[config.mk]
export PLATFORM = sky130hd
export DESIGN_NAME = fbc_plane_regs
export DESIGN_NICKNAME = d
export VERILOG_FILES = /design/src/rtl/fbc_pkg.sv /design/src/rtl/fbc_plane_regs.sv
export SDC_FILE = /design/constraint.sdc
export NUM_CORES = 1
export LEC_CHECK = 0
export BUFFER_PORTS_ARGS = -buffer_cell sky130_fd_sc_hd__buf_2
export CORE_ASPECT_RATIO = 2
export CORE_MARGIN = 2
export CORE_UTILIZATION = 48
export DETAILED_ROUTE_END_ITERATION = 8
export PLACE_DENSITY = 0.75
export SYNTH_ARGS = -nofsm -noshare
export SYNTH_HDL_FRONTEND = slang
export SYNTH_SLANG_ARGS = --single-unit
[constraint.sdc]
create_clock -name clk_i -period 1.55 [get_ports clk_i]
set_input_delay 0 -clock clk_i [delete_from_list [all_inputs] [get_ports clk_i]]
set_output_delay 0 -clock clk_i [all_outputs]
set_load 0.02 [all_outputs]
[src/rtl/fbc_pkg.sv]
// shared types, constants and helpers for the frustum box cull block
`default_nettype none

package fbc_pkg;

  // plane set and cube geometry
  localparam int NumPlanes = 6;
  localparam int CubeSide  = 32;

  // configuration port
  localparam int CfgIdxW  = 3;
  localparam int CfgDataW = 64;

  // fixed point plane coefficients
  localparam int CoefW  = 14;
  localparam int OffW   = 22;
  localparam int ChunkW = 16;

  // corner coordinates hold chunk * side - 1 .. chunk * side + side
  localparam int CoordW = ChunkW + $clog2(CubeSide) + 1;
  localparam int ProdW  = CoefW + CoordW;
  localparam int SumW   = ProdW + 2;

  // one plane as it sits in its register
  typedef struct packed {
    logic signed [OffW-1:0]  d;
    logic signed [CoefW-1:0] c;
    logic signed [CoefW-1:0] b;
    logic signed [CoefW-1:0] a;
  } plane_t;

  typedef plane_t [NumPlanes-1:0] plane_set_t;

  // lower corner of the cube on one axis
  function automatic logic signed [CoordW-1:0] corner_base(logic signed [ChunkW-1:0] chunk);
    logic signed [CoordW-1:0] ext;
    ext = CoordW'(chunk);
    return ext * CoordW'(CubeSide) - CoordW'(1);
  endfunction

  // span from the lower to the upper corner along one axis, CubeSide + 1
  localparam logic signed [CoordW-1:0] CubeSpan = CoordW'(CubeSide + 1);

endpackage

`default_nettype wire

[src/rtl/fbc_plane_regs.sv]
// configuration registers holding the six frustum planes
`default_nettype none

module fbc_plane_regs (
  input  wire logic                          clk_i,
  input  wire logic                          rst_ni,
  input  wire logic                          cfg_valid_i,
  input  wire logic [fbc_pkg::CfgIdxW-1:0]   cfg_index_i,
  input  wire logic [fbc_pkg::CfgDataW-1:0]  cfg_data_i,
  output fbc_pkg::plane_set_t                planes_o
);
  import fbc_pkg::*;

  plane_set_t planes_q, planes_d;

  // a beat with an index past the last plane changes nothing
  always_comb begin
    planes_d = planes_q;
    for (int p = 0; p < NumPlanes; p++) begin
      if (cfg_valid_i && (cfg_index_i == CfgIdxW'(p))) begin
        planes_d[p] = plane_t'(cfg_data_i);
      end
    end
  end

  always_ff @(posedge clk_i or negedge rst_ni) begin
    if (!rst_ni) begin
      planes_q <= '0;
    end else begin
      planes_q <= planes_d;
    end
  end

  assign planes_o = planes_q;

endmodule

`default_nettype wire

==> results.yml <==
run_status:
  status: "finished, violations left"
  failed_checks: "hold timing"
global_routing:
  grt_max_degree: 77
  grt.total_usage_pct: 23.60
  grt_pass1_wl_um: 60260
  antenna_found_initial: 0
  grt_overflow_total: 0
  grt_pass1_vias: 10152
critical_path:
  critical_path.top_delay_family: "flip-flops"
  timing.rr.end: "planes_o[28]$_DFFE_PN0P_"
  r2r_slack_ns: 0.75
  reg2regPathDepth: 1
  cp_num_cells: 1
  crit_slowest_cell: "dfrtp_1"
  startpoint_type: "flop"
  cp.required_ns: 1.55
  crit_fanout: 2
  r2r-start: "planes_o[28]$_DFFE_PN0P_"
  criticalPathCategory: "reg -> out"
  worst-path-buf-inv: 1
  cp.arrival_ns: 1.09
  cp-end-kind: "primary output"
  cpPeakStageDelay_ns: 0.40
  path_cells: "buf_2"
timing:
  rsz0062_at_grt: "no"
  fin_skew_ns: 0
  timing.final.crit_share_pct: 70.15
  whs_ns: -0.002166
  slew_viol_final: 0
  slew_headroom_pct: 66.79
  clock.fmax_mhz: 919.7
  worst_slew_pin_slew_ns: 0.4982
  period_minus_slack_ns: 1.087
  finalSetupViolations: 0
  hold_violations: 2
  tns_ns: 0
route:
  remaining_drc_errors: 0
  routed_wl_um: 39510
  wl_met2_um: 20120
  viasPerCell: 5.187
  antenna_left: 0
  vias: 9337
  wl_met3_um: 2110
  routed.top_layer: "met4"
  firstDrtPassIters: 4
  dr.first_iter.drc_count: 328
  wl_met1_um: 14830
  wl_per_cell_um: 21.95
layout:
  fill_cells: 2356
  area_delta_synth_final_pct: 29.00
  final_cell_mix: "buf_2, dfrtp_1, mux2_2"
  multi_input_area_um2: 5127
  largest_reg_flops: 384
  fin_nets: 1424
  postLayoutCoreUtil_pct: 62.75
  drive_gt1_share_pct: 66.81
  layoutNonFillerInstCount: 1800
  layout_commonest_cell: "buf_2"
  seqCellArea_um2: 9609
  n_antenna_cell: 0
place:
  dp_cells: 1676
  globalplace.congestion: 0.7970
  place_hpwl_um: 26910
  numPortBuffers: 453
pwr:
  power_leakage_nw: 9.682
  power.density_nw_per_um2: 1588
  ir_worst_vdd_v: 0.001195
min_path:
  hold_class: "in -> async"
floorplanning:
  die_w_um: 130.4
  coreArea_um2: 31540
  ios: 454
  die_h_um: 256.8
  start_util_pct: 48.64
  rows: 92
  dieArea_um2: 33500
clocking:
  post_cts_buffers: 0
  cts.clk_slew.worst_paths_ns: 0.07
  cts_sinks: 384
  cts-root-buf: "clkbuf_16"
  clk_latency_ns: 0.51
  cts.path.max_buffers: 3
  cts_tree: "built"
  cts_buffers: 34
  cts_max_level: 2
yosys:
  synth-seq-area-share_pct: 62.63
  synthCells: 816
  avgSynthCellArea_um2: 18.80
  ys_types: 10
  ys_warn_count: 0
  syn-cell-area_um2: 15340
  ys_ff_latch: 384
  syn_nets: 886
flow_run:
  drv_cap: 0
cells in the mapped netlist:
master      n  area, µm²
buf_6       4      45.04
nand4b_1    2      17.52
nor4b_2     1      15.01
and4bb_1    3      37.54
mux2_4    190       2853
buf_12     24      480.5
mux2_2    194       2185
buf_2       2      10.01
dfrtp_1   384       9609
buf_4      12      90.09
what timing repair did:
action,4_1_cts,5_1_grt
endpoints found under the hold margin,768,0
hold buffers,65,0
resized for setup,0,0
how the worst max path moves through the flow:
stage                              start                  endpoint  slack [ns]
2_1_floorplan             cfg_index_i[0]   planes_o[0]$_DFFE_PN0P_        0.47
3_3_place_gp              cfg_index_i[0]   planes_o[1]$_DFFE_PN0P_        0.19
3_5_place_dp              cfg_index_i[0]  planes_o[61]$_DFFE_PN0P_        0.15
4_1_cts        planes_o[228]$_DFFE_PN0P_             planes_o[228]        0.43
5_1_grt        planes_o[131]$_DFFE_PN0P_             planes_o[131]        0.42
6_report       planes_o[263]$_DFFE_PN0P_             planes_o[263]        0.46
metal layers:
| layer | vias to the layer above | track usage (%) |
|---|---|---|
| met2 | 381 | 40.13 |
| met4 | 0 | 13.39 |
| met5 | - | 0 |
| met1 | 4875 | 27.71 |
| li1 | 3957 | - |
| met3 | 124 | 4.214 |
stage by stage:
stage | instance area (µm²) | total power (W) | setup WS (ns)
after floorplan | 15340 | 0.01902 | 0.4737
after global placement | 17980 | 0.02245 | 0.1855
after detailed placement | 17980 | 0.02272 | 0.1508
after global routing | 19790 | 0.03272 | 0.4199
final | 19790 | 0.03143 | 0.4626
after CTS | 19790 | 0.03173 | 0.4255
cell type report:
type / count / area share, %
sequential: 384 / 48.55
multi-input combinational: 390 / 25.91
timing repair buffer: 544 / 16.98
clock buffer: 49 / 5.209
tap: 423 / 2.674
clock inverter: 10 / 0.6764
logic make-up after synthesis:
| kind of cell | share of synthesized area [%] |
|---|---|
| buf+inv | 4.078 |
| flops | 62.63 |
| mux | 32.83 |
| simple gates | 0.4567 |
where the power goes:
group / switching [W] / total (W) / internal (W)
logic: 0.00527 / 0.00925 / 0.00399
registers: 0.00119 / 0.0134 / 0.0122
clock network: 0.00361 / 0.00875 / 0.00514
total: 0.0101 / 0.0314 / 0.0214
(Power assumes the default switching activity.)
