===== src/rtl/fbc_pkg.sv =====
// shared types, constants and helpers for the frustum box cull block
`default_nettype none

package fbc_pkg;

  // plane set and cube geometry
  localparam int NumPlanes = 6;
  localparam int CubeSide  = 32;

  // configuration port
  localparam int CfgIdxW  = 3;
  localparam int CfgDataW = 64;

  // fixed point plane coefficients
  localparam int CoefW  = 14;
  localparam int OffW   = 22;
  localparam int ChunkW = 16;

  // corner coordinates hold chunk * side - 1 .. chunk * side + side
  localparam int CoordW = ChunkW + $clog2(CubeSide) + 1;
  localparam int ProdW  = CoefW + CoordW;
  localparam int SumW   = ProdW + 2;

  // one plane as it sits in its register
  typedef struct packed {
    logic signed [OffW-1:0]  d;
    logic signed [CoefW-1:0] c;
    logic signed [CoefW-1:0] b;
    logic signed [CoefW-1:0] a;
  } plane_t;

  typedef plane_t [NumPlanes-1:0] plane_set_t;

  // lower corner of the cube on one axis
  function automatic logic signed [CoordW-1:0] corner_base(logic signed [ChunkW-1:0] chunk);
    logic signed [CoordW-1:0] ext;
    ext = CoordW'(chunk);
    return ext * CoordW'(CubeSide) - CoordW'(1);
  endfunction

  // span from the lower to the upper corner along one axis, CubeSide + 1
  localparam logic signed [CoordW-1:0] CubeSpan = CoordW'(CubeSide + 1);

endpackage

`default_nettype wire


===== src/rtl/fbc_plane_lane.sv =====
// one plane test: largest corner distance and its sign
`default_nettype none

module fbc_plane_lane (
  input  wire logic                          clk_i,
  input  wire logic signed [fbc_pkg::CoordW-1:0] base_x_i,
  input  wire logic signed [fbc_pkg::CoordW-1:0] base_y_i,
  input  wire logic signed [fbc_pkg::CoordW-1:0] base_z_i,
  input  wire fbc_pkg::plane_t               plane_i,
  output logic                               inside_o
);
  import fbc_pkg::*;

  logic signed [CoefW-1:0]  coef_a, coef_b, coef_c;
  logic signed [CoordW-1:0] sel_x, sel_y, sel_z;
  logic signed [ProdW-1:0]  prod_a_q, prod_b_q, prod_c_q;
  logic signed [OffW-1:0]   off_q;
  logic signed [SumW-1:0]   best_dist;

  assign coef_a = plane_i.a;
  assign coef_b = plane_i.b;
  assign coef_c = plane_i.c;

  // the corner farthest along the plane normal gives the largest distance
  assign sel_x = coef_a[CoefW-1] ? base_x_i : base_x_i + CubeSpan;
  assign sel_y = coef_b[CoefW-1] ? base_y_i : base_y_i + CubeSpan;
  assign sel_z = coef_c[CoefW-1] ? base_z_i : base_z_i + CubeSpan;

  // product stage
  always_ff @(posedge clk_i) begin
    prod_a_q <= ProdW'(coef_a) * ProdW'(sel_x);
    prod_b_q <= ProdW'(coef_b) * ProdW'(sel_y);
    prod_c_q <= ProdW'(coef_c) * ProdW'(sel_z);
    off_q    <= plane_i.d;
  end

  // sum and sign test of the best corner
  assign best_dist = SumW'(prod_a_q) + SumW'(prod_b_q) + SumW'(prod_c_q) + SumW'(off_q);
  assign inside_o = !best_dist[SumW-1];

endmodule

`default_nettype wire


===== config.mk =====
export PLATFORM = sky130hd
export DESIGN_NAME = fbc_plane_lane
export DESIGN_NICKNAME = d
export VERILOG_FILES = /design/src/rtl/fbc_pkg.sv /design/src/rtl/fbc_plane_lane.sv
export SDC_FILE = /design/constraint.sdc
export NUM_CORES = 2
export LEC_CHECK = 0
export ABC_CLOCK_PERIOD_IN_PS = 11300
export BUFFER_PORTS_ARGS = -buffer_cell sky130_fd_sc_hd__buf_4
export CAP_MARGIN = 10
export CORE_MARGIN = 8
export CORE_UTILIZATION = 46
export DETAILED_ROUTE_END_ITERATION = 16
export HOLD_SLACK_MARGIN = 0.1
export SLEW_MARGIN = 10
export SYNTH_ARGS = -nofsm -noshare
export SYNTH_HDL_FRONTEND = slang
export SYNTH_SLANG_ARGS = --single-unit

===== constraint.sdc =====
create_clock -name clk_i -period 11.3 [get_ports clk_i]
set_input_delay 2.26 -clock clk_i [delete_from_list [all_inputs] [get_ports clk_i]]
set_output_delay 2.26 -clock clk_i [all_outputs]
set_load 0.02 [all_outputs]

==> results.txt <==
----------------------------------------------------
[Floorplanning]
  Die Span X ... 308 µm
  Placeable core region ... 0.0849 mm²
  Die outline area ... 0.0948 mm²
  Height of the chip ... 308 µm
  I/O pin count ... 132
  Starting Density ... 46.2%
  Rows ... 107

[Timing]
  Worst slew margin relative to its limit ... 21.0%
  Tightest Pin Transition ... 1.18 ns
  Setup repair after global routing missed its margin ... false
  Crit path setup slack, layout ... 1.59 ns
  Max Clock Freq ... 103 MHz
  Setup Viol. Count Final ... 0
  Post-route fraction of the period consumed by the critical path ... 85.9%
  Clock period minus final worst setup slack ... 9.71 ns
  Number of pins exceeding their max-slew limit in the final report ... 0
  Hold violation count in the final report ... 0
  Fin Setup TNS ... 0 ns

[Run]
  Total of max-cap violations ... 0

[Detailed routing]
  Number of design-rule violations left by the first detailed-router iteration ... 1,078
  DR WL/cell ... 16.5 µm
  Count of nets left with antenna violations after detail routing ... 0
  Number of DRC violations after detailed routing ... 0
  Number of detailed-routing iterations run before antenna repair ... 7
  Detail-routed via count per cell ... 5.00
  Routed via count ... 27,100
  Detailed Route WL ... 89,200 µm

[Synthesis]
  Share of synthesized registers carrying an async set or reset ... 0%
  Top_reg_cell synth ... dfxtp_1
  Top cell type by total area after synthesis ... fa_1
  Synth warnings ... 0
  Post-synthesis cell type count ... 72
  Synthesized instance count ... 4,203
  Complex-gate fraction of the synthesized area ... 4.93%
  Sequential fraction of the synthesis area ... 6.64%
  Parity-gate share of the synthesized area counting xor and xnor cells ... 4.04%
  Most numerous cell in the Yosys netlist ... inv_1
  Largest family of logic cells by synthesized area ... adder cells
  Number of enable-type register cells in the synthesized netlist ... 0
  Mean instance size in the synthesized netlist ... 9.33 µm²
  Area share of the largest cell type after synthesis ... 48.2%
  Count of state elements after synthesis ... 130
  Syn Std Cell Area ... 0.0392 mm²
  Post-synth net total ... 5,569
  Leading post-synthesis cells by cell area ... fa_1, inv_1, ha_1, and2_1, dfxtp_1
  Ranking of synthesized cells by instance count ... inv_1, fa_1, nand2_1, and2_1, ha_1
  Synthesized-area fraction occupied by and/or/nand/nor cells ... 15.7%
  Adder and majority gate portion of the synthesized area ... 57.5%
  Multiplexer share of the synthesized area ... 0.112%

[Layout]
  Final standard cell utilization of the core ... 49.5%
  Area Overhead vs Synth ... 7.24%
  Final net count ... 5,620
  Proportion of layout cells with a drive suffix above 1 ... 5.79%
  Ant diodes ... 0

[CTS]
  CTS tree ... done
  TritonCTS buffer count ... 17
  Sink count of the clock tree ... 130
  Clock slew at the register clock pins of the worst setup and hold paths ... 0.06 ns
  CTS Buffer Depth ... 2
  Number of buffers inserted for hold repair after clock tree synthesis ... 0
  Clk root buf ... clkbuf_16
  Number of setup buffers added after CTS ... 0
  Max H-tree Level ... 4
  Resized Gates After CTS ... 0

[Worst setup path]
  Required @ worst endpoint ... 11.66 ns
  WP data arrival ... 10.07 ns
  Sort of element at the end of the critical path ... register
  Critical path type ... in2reg
  Launching element type of the critical path ... primary input
  Largest fanout on the critical path ... 21

[GRT]
  Leftover overflow at the end of global routing ... 0
  Vias in the first global route ... 29,600
  Number of antenna violations at the first check in global routing ... 6
  Overall track demand over capacity in global routing ... 19.6%
  Global-route wire length before repair ... 151,000 µm
  Largest net degree at the start of global routing ... 30

[Placed design]
  Post-place setup slack ... 1.22 ns
  PortBufs ... 131
  Dpl hpwl ... 76,800 µm
  Final weighted congestion in routability-driven placement ... 0.836

[Status]
  Outcome ... finished, final reports clean

[Min path]
  Worst Hold Path EP ... off_q[3]
  Worst Hold Launch ... plane_i[45]
  Path class of the lowest-slack min-delay path ... in2reg
  Cells on Worst Hold Path ... 1

----------------------------------------------------
==> critical path, stage by stage <==
cell      delay (ns)
buf_4           0.15
inv_1           0.45
o211a_1         0.27
and2_1          0.20
nand3_1         0.12
nor2_1          0.22
xor2_1          0.83
nand2_1         0.20
fa_1            0.50
fa_1            0.54
inv_1           0.05
fa_1            0.55
fa_1            0.43
fa_1            0.50
inv_1           0.06
fa_1            0.50
inv_1           0.04
ha_1            0.37
a21o_1          0.21
a21oi_1         0.15
o21ai_1         0.10
a2111o_1        0.40
and3_1          0.17
nand4b_1        0.23
a31o_1          0.26
a21oi_1         0.17
xnor2_1         0.13
==> metrics by stage <==
| stage | instance area, µm² | hold slack [ns] | instances |
|---|---|---|---|
| 3_3_place_gp | 41500 | 2.37 | 5379 |
| 4_1_cts | 42000 | 1.91 | 5411 |
| 6_report | 42100 | 1.94 | 5411 |
| 2_1_floorplan | 39200 | 2.29 | 4203 |
| 5_1_grt | 42100 | 1.91 | 5411 |
| 3_5_place_dp | 41500 | 2.37 | 5379 |
==> routing by layer <==
layer | wire, µm | up-vias | GRT usage [%]
li1 | - | 12400 | -
met1 | 39000 | 14000 | 26.2
met2 | 45100 | 505 | 34.4
met3 | 3480 | 99 | 2.39
met4 | 1640 | 0 | 3.94
met5 | 0 | - | 0
==> kinds of logic (layout without fill, tap and decap cells) <==
logic type | count (synthesis) | after routing
fa+ha+maj | 1235 | 1235
compound gates | 282 | 282
simple gates | 1211 | 1211
flops | 130 | 130
mux | 4 | 4
xor+xnor | 181 | 181
buf+inv | 1160 | 1224
==> cells in the final DEF (no fill, tap or decap), types with 4 or more instances in the layout <==
cell type,instances
fa_1,945
a211oi_1,8
nand4_1,16
o211ai_1,9
o31ai_1,8
buf_4,188
nor2_1,106
inv_1,1004
nand3_1,37
a21oi_2,4
clkbuf_16,17
dfxtp_1,130
o2111ai_1,5
a21oi_1,83
a21o_1,44
o21bai_1,8
nor2b_1,32
o21ai_0,38
nand2_1,467
xor2_1,44
ha_1,290
a31oi_1,8
o21ai_1,9
xnor2_1,136
nor3_1,17
a41oi_1,4
clkinv_2,4
nand2b_1,21
and3_1,23
o21a_1,14
and4_1,8
or2_2,5
and2_1,460
==> sequential cells by signal, indices dropped and copies added, names as in the netlist <==
| signal | flops |
|---|---|
| prod_a_q | 36 |
| prod_b_q | 36 |
| prod_c_q | 36 |
| off_q | 22 |
==> area by class of cell <==
type,count,area [µm²]
clock buffer,23,478
clock inverter,9,105
fill,8227,42800
inverter,1004,3770
multi-input combinational,2913,32300
sequential,130,2600
tap,1144,1430
timing repair buffer,188,1410
==> worst max path at each step <==
| stage | startpoint | slack (ns) | cells past startpoint | to |
|---|---|---|---|---|
| 6_report | plane_i[13] | 1.59 | 27 | prod_a_q[34] |
| 5_1_grt | plane_i[13] | 1.10 | 27 | prod_a_q[34] |
| 4_1_cts | plane_i[13] | 1.63 | 27 | prod_a_q[34] |
| 3_5_place_dp | plane_i[13] | 1.22 | 27 | prod_a_q[34] |
| 3_3_place_gp | base_y_i[3] | 1.39 | 27 | prod_b_q[34] |
| 2_1_floorplan | base_x_i[0] | 2.30 | 30 | prod_a_q[34] |
Power is left out: the tool's default activity adds up to more than one toggle a clock period on the data nets, which glitch-free logic cannot reach.
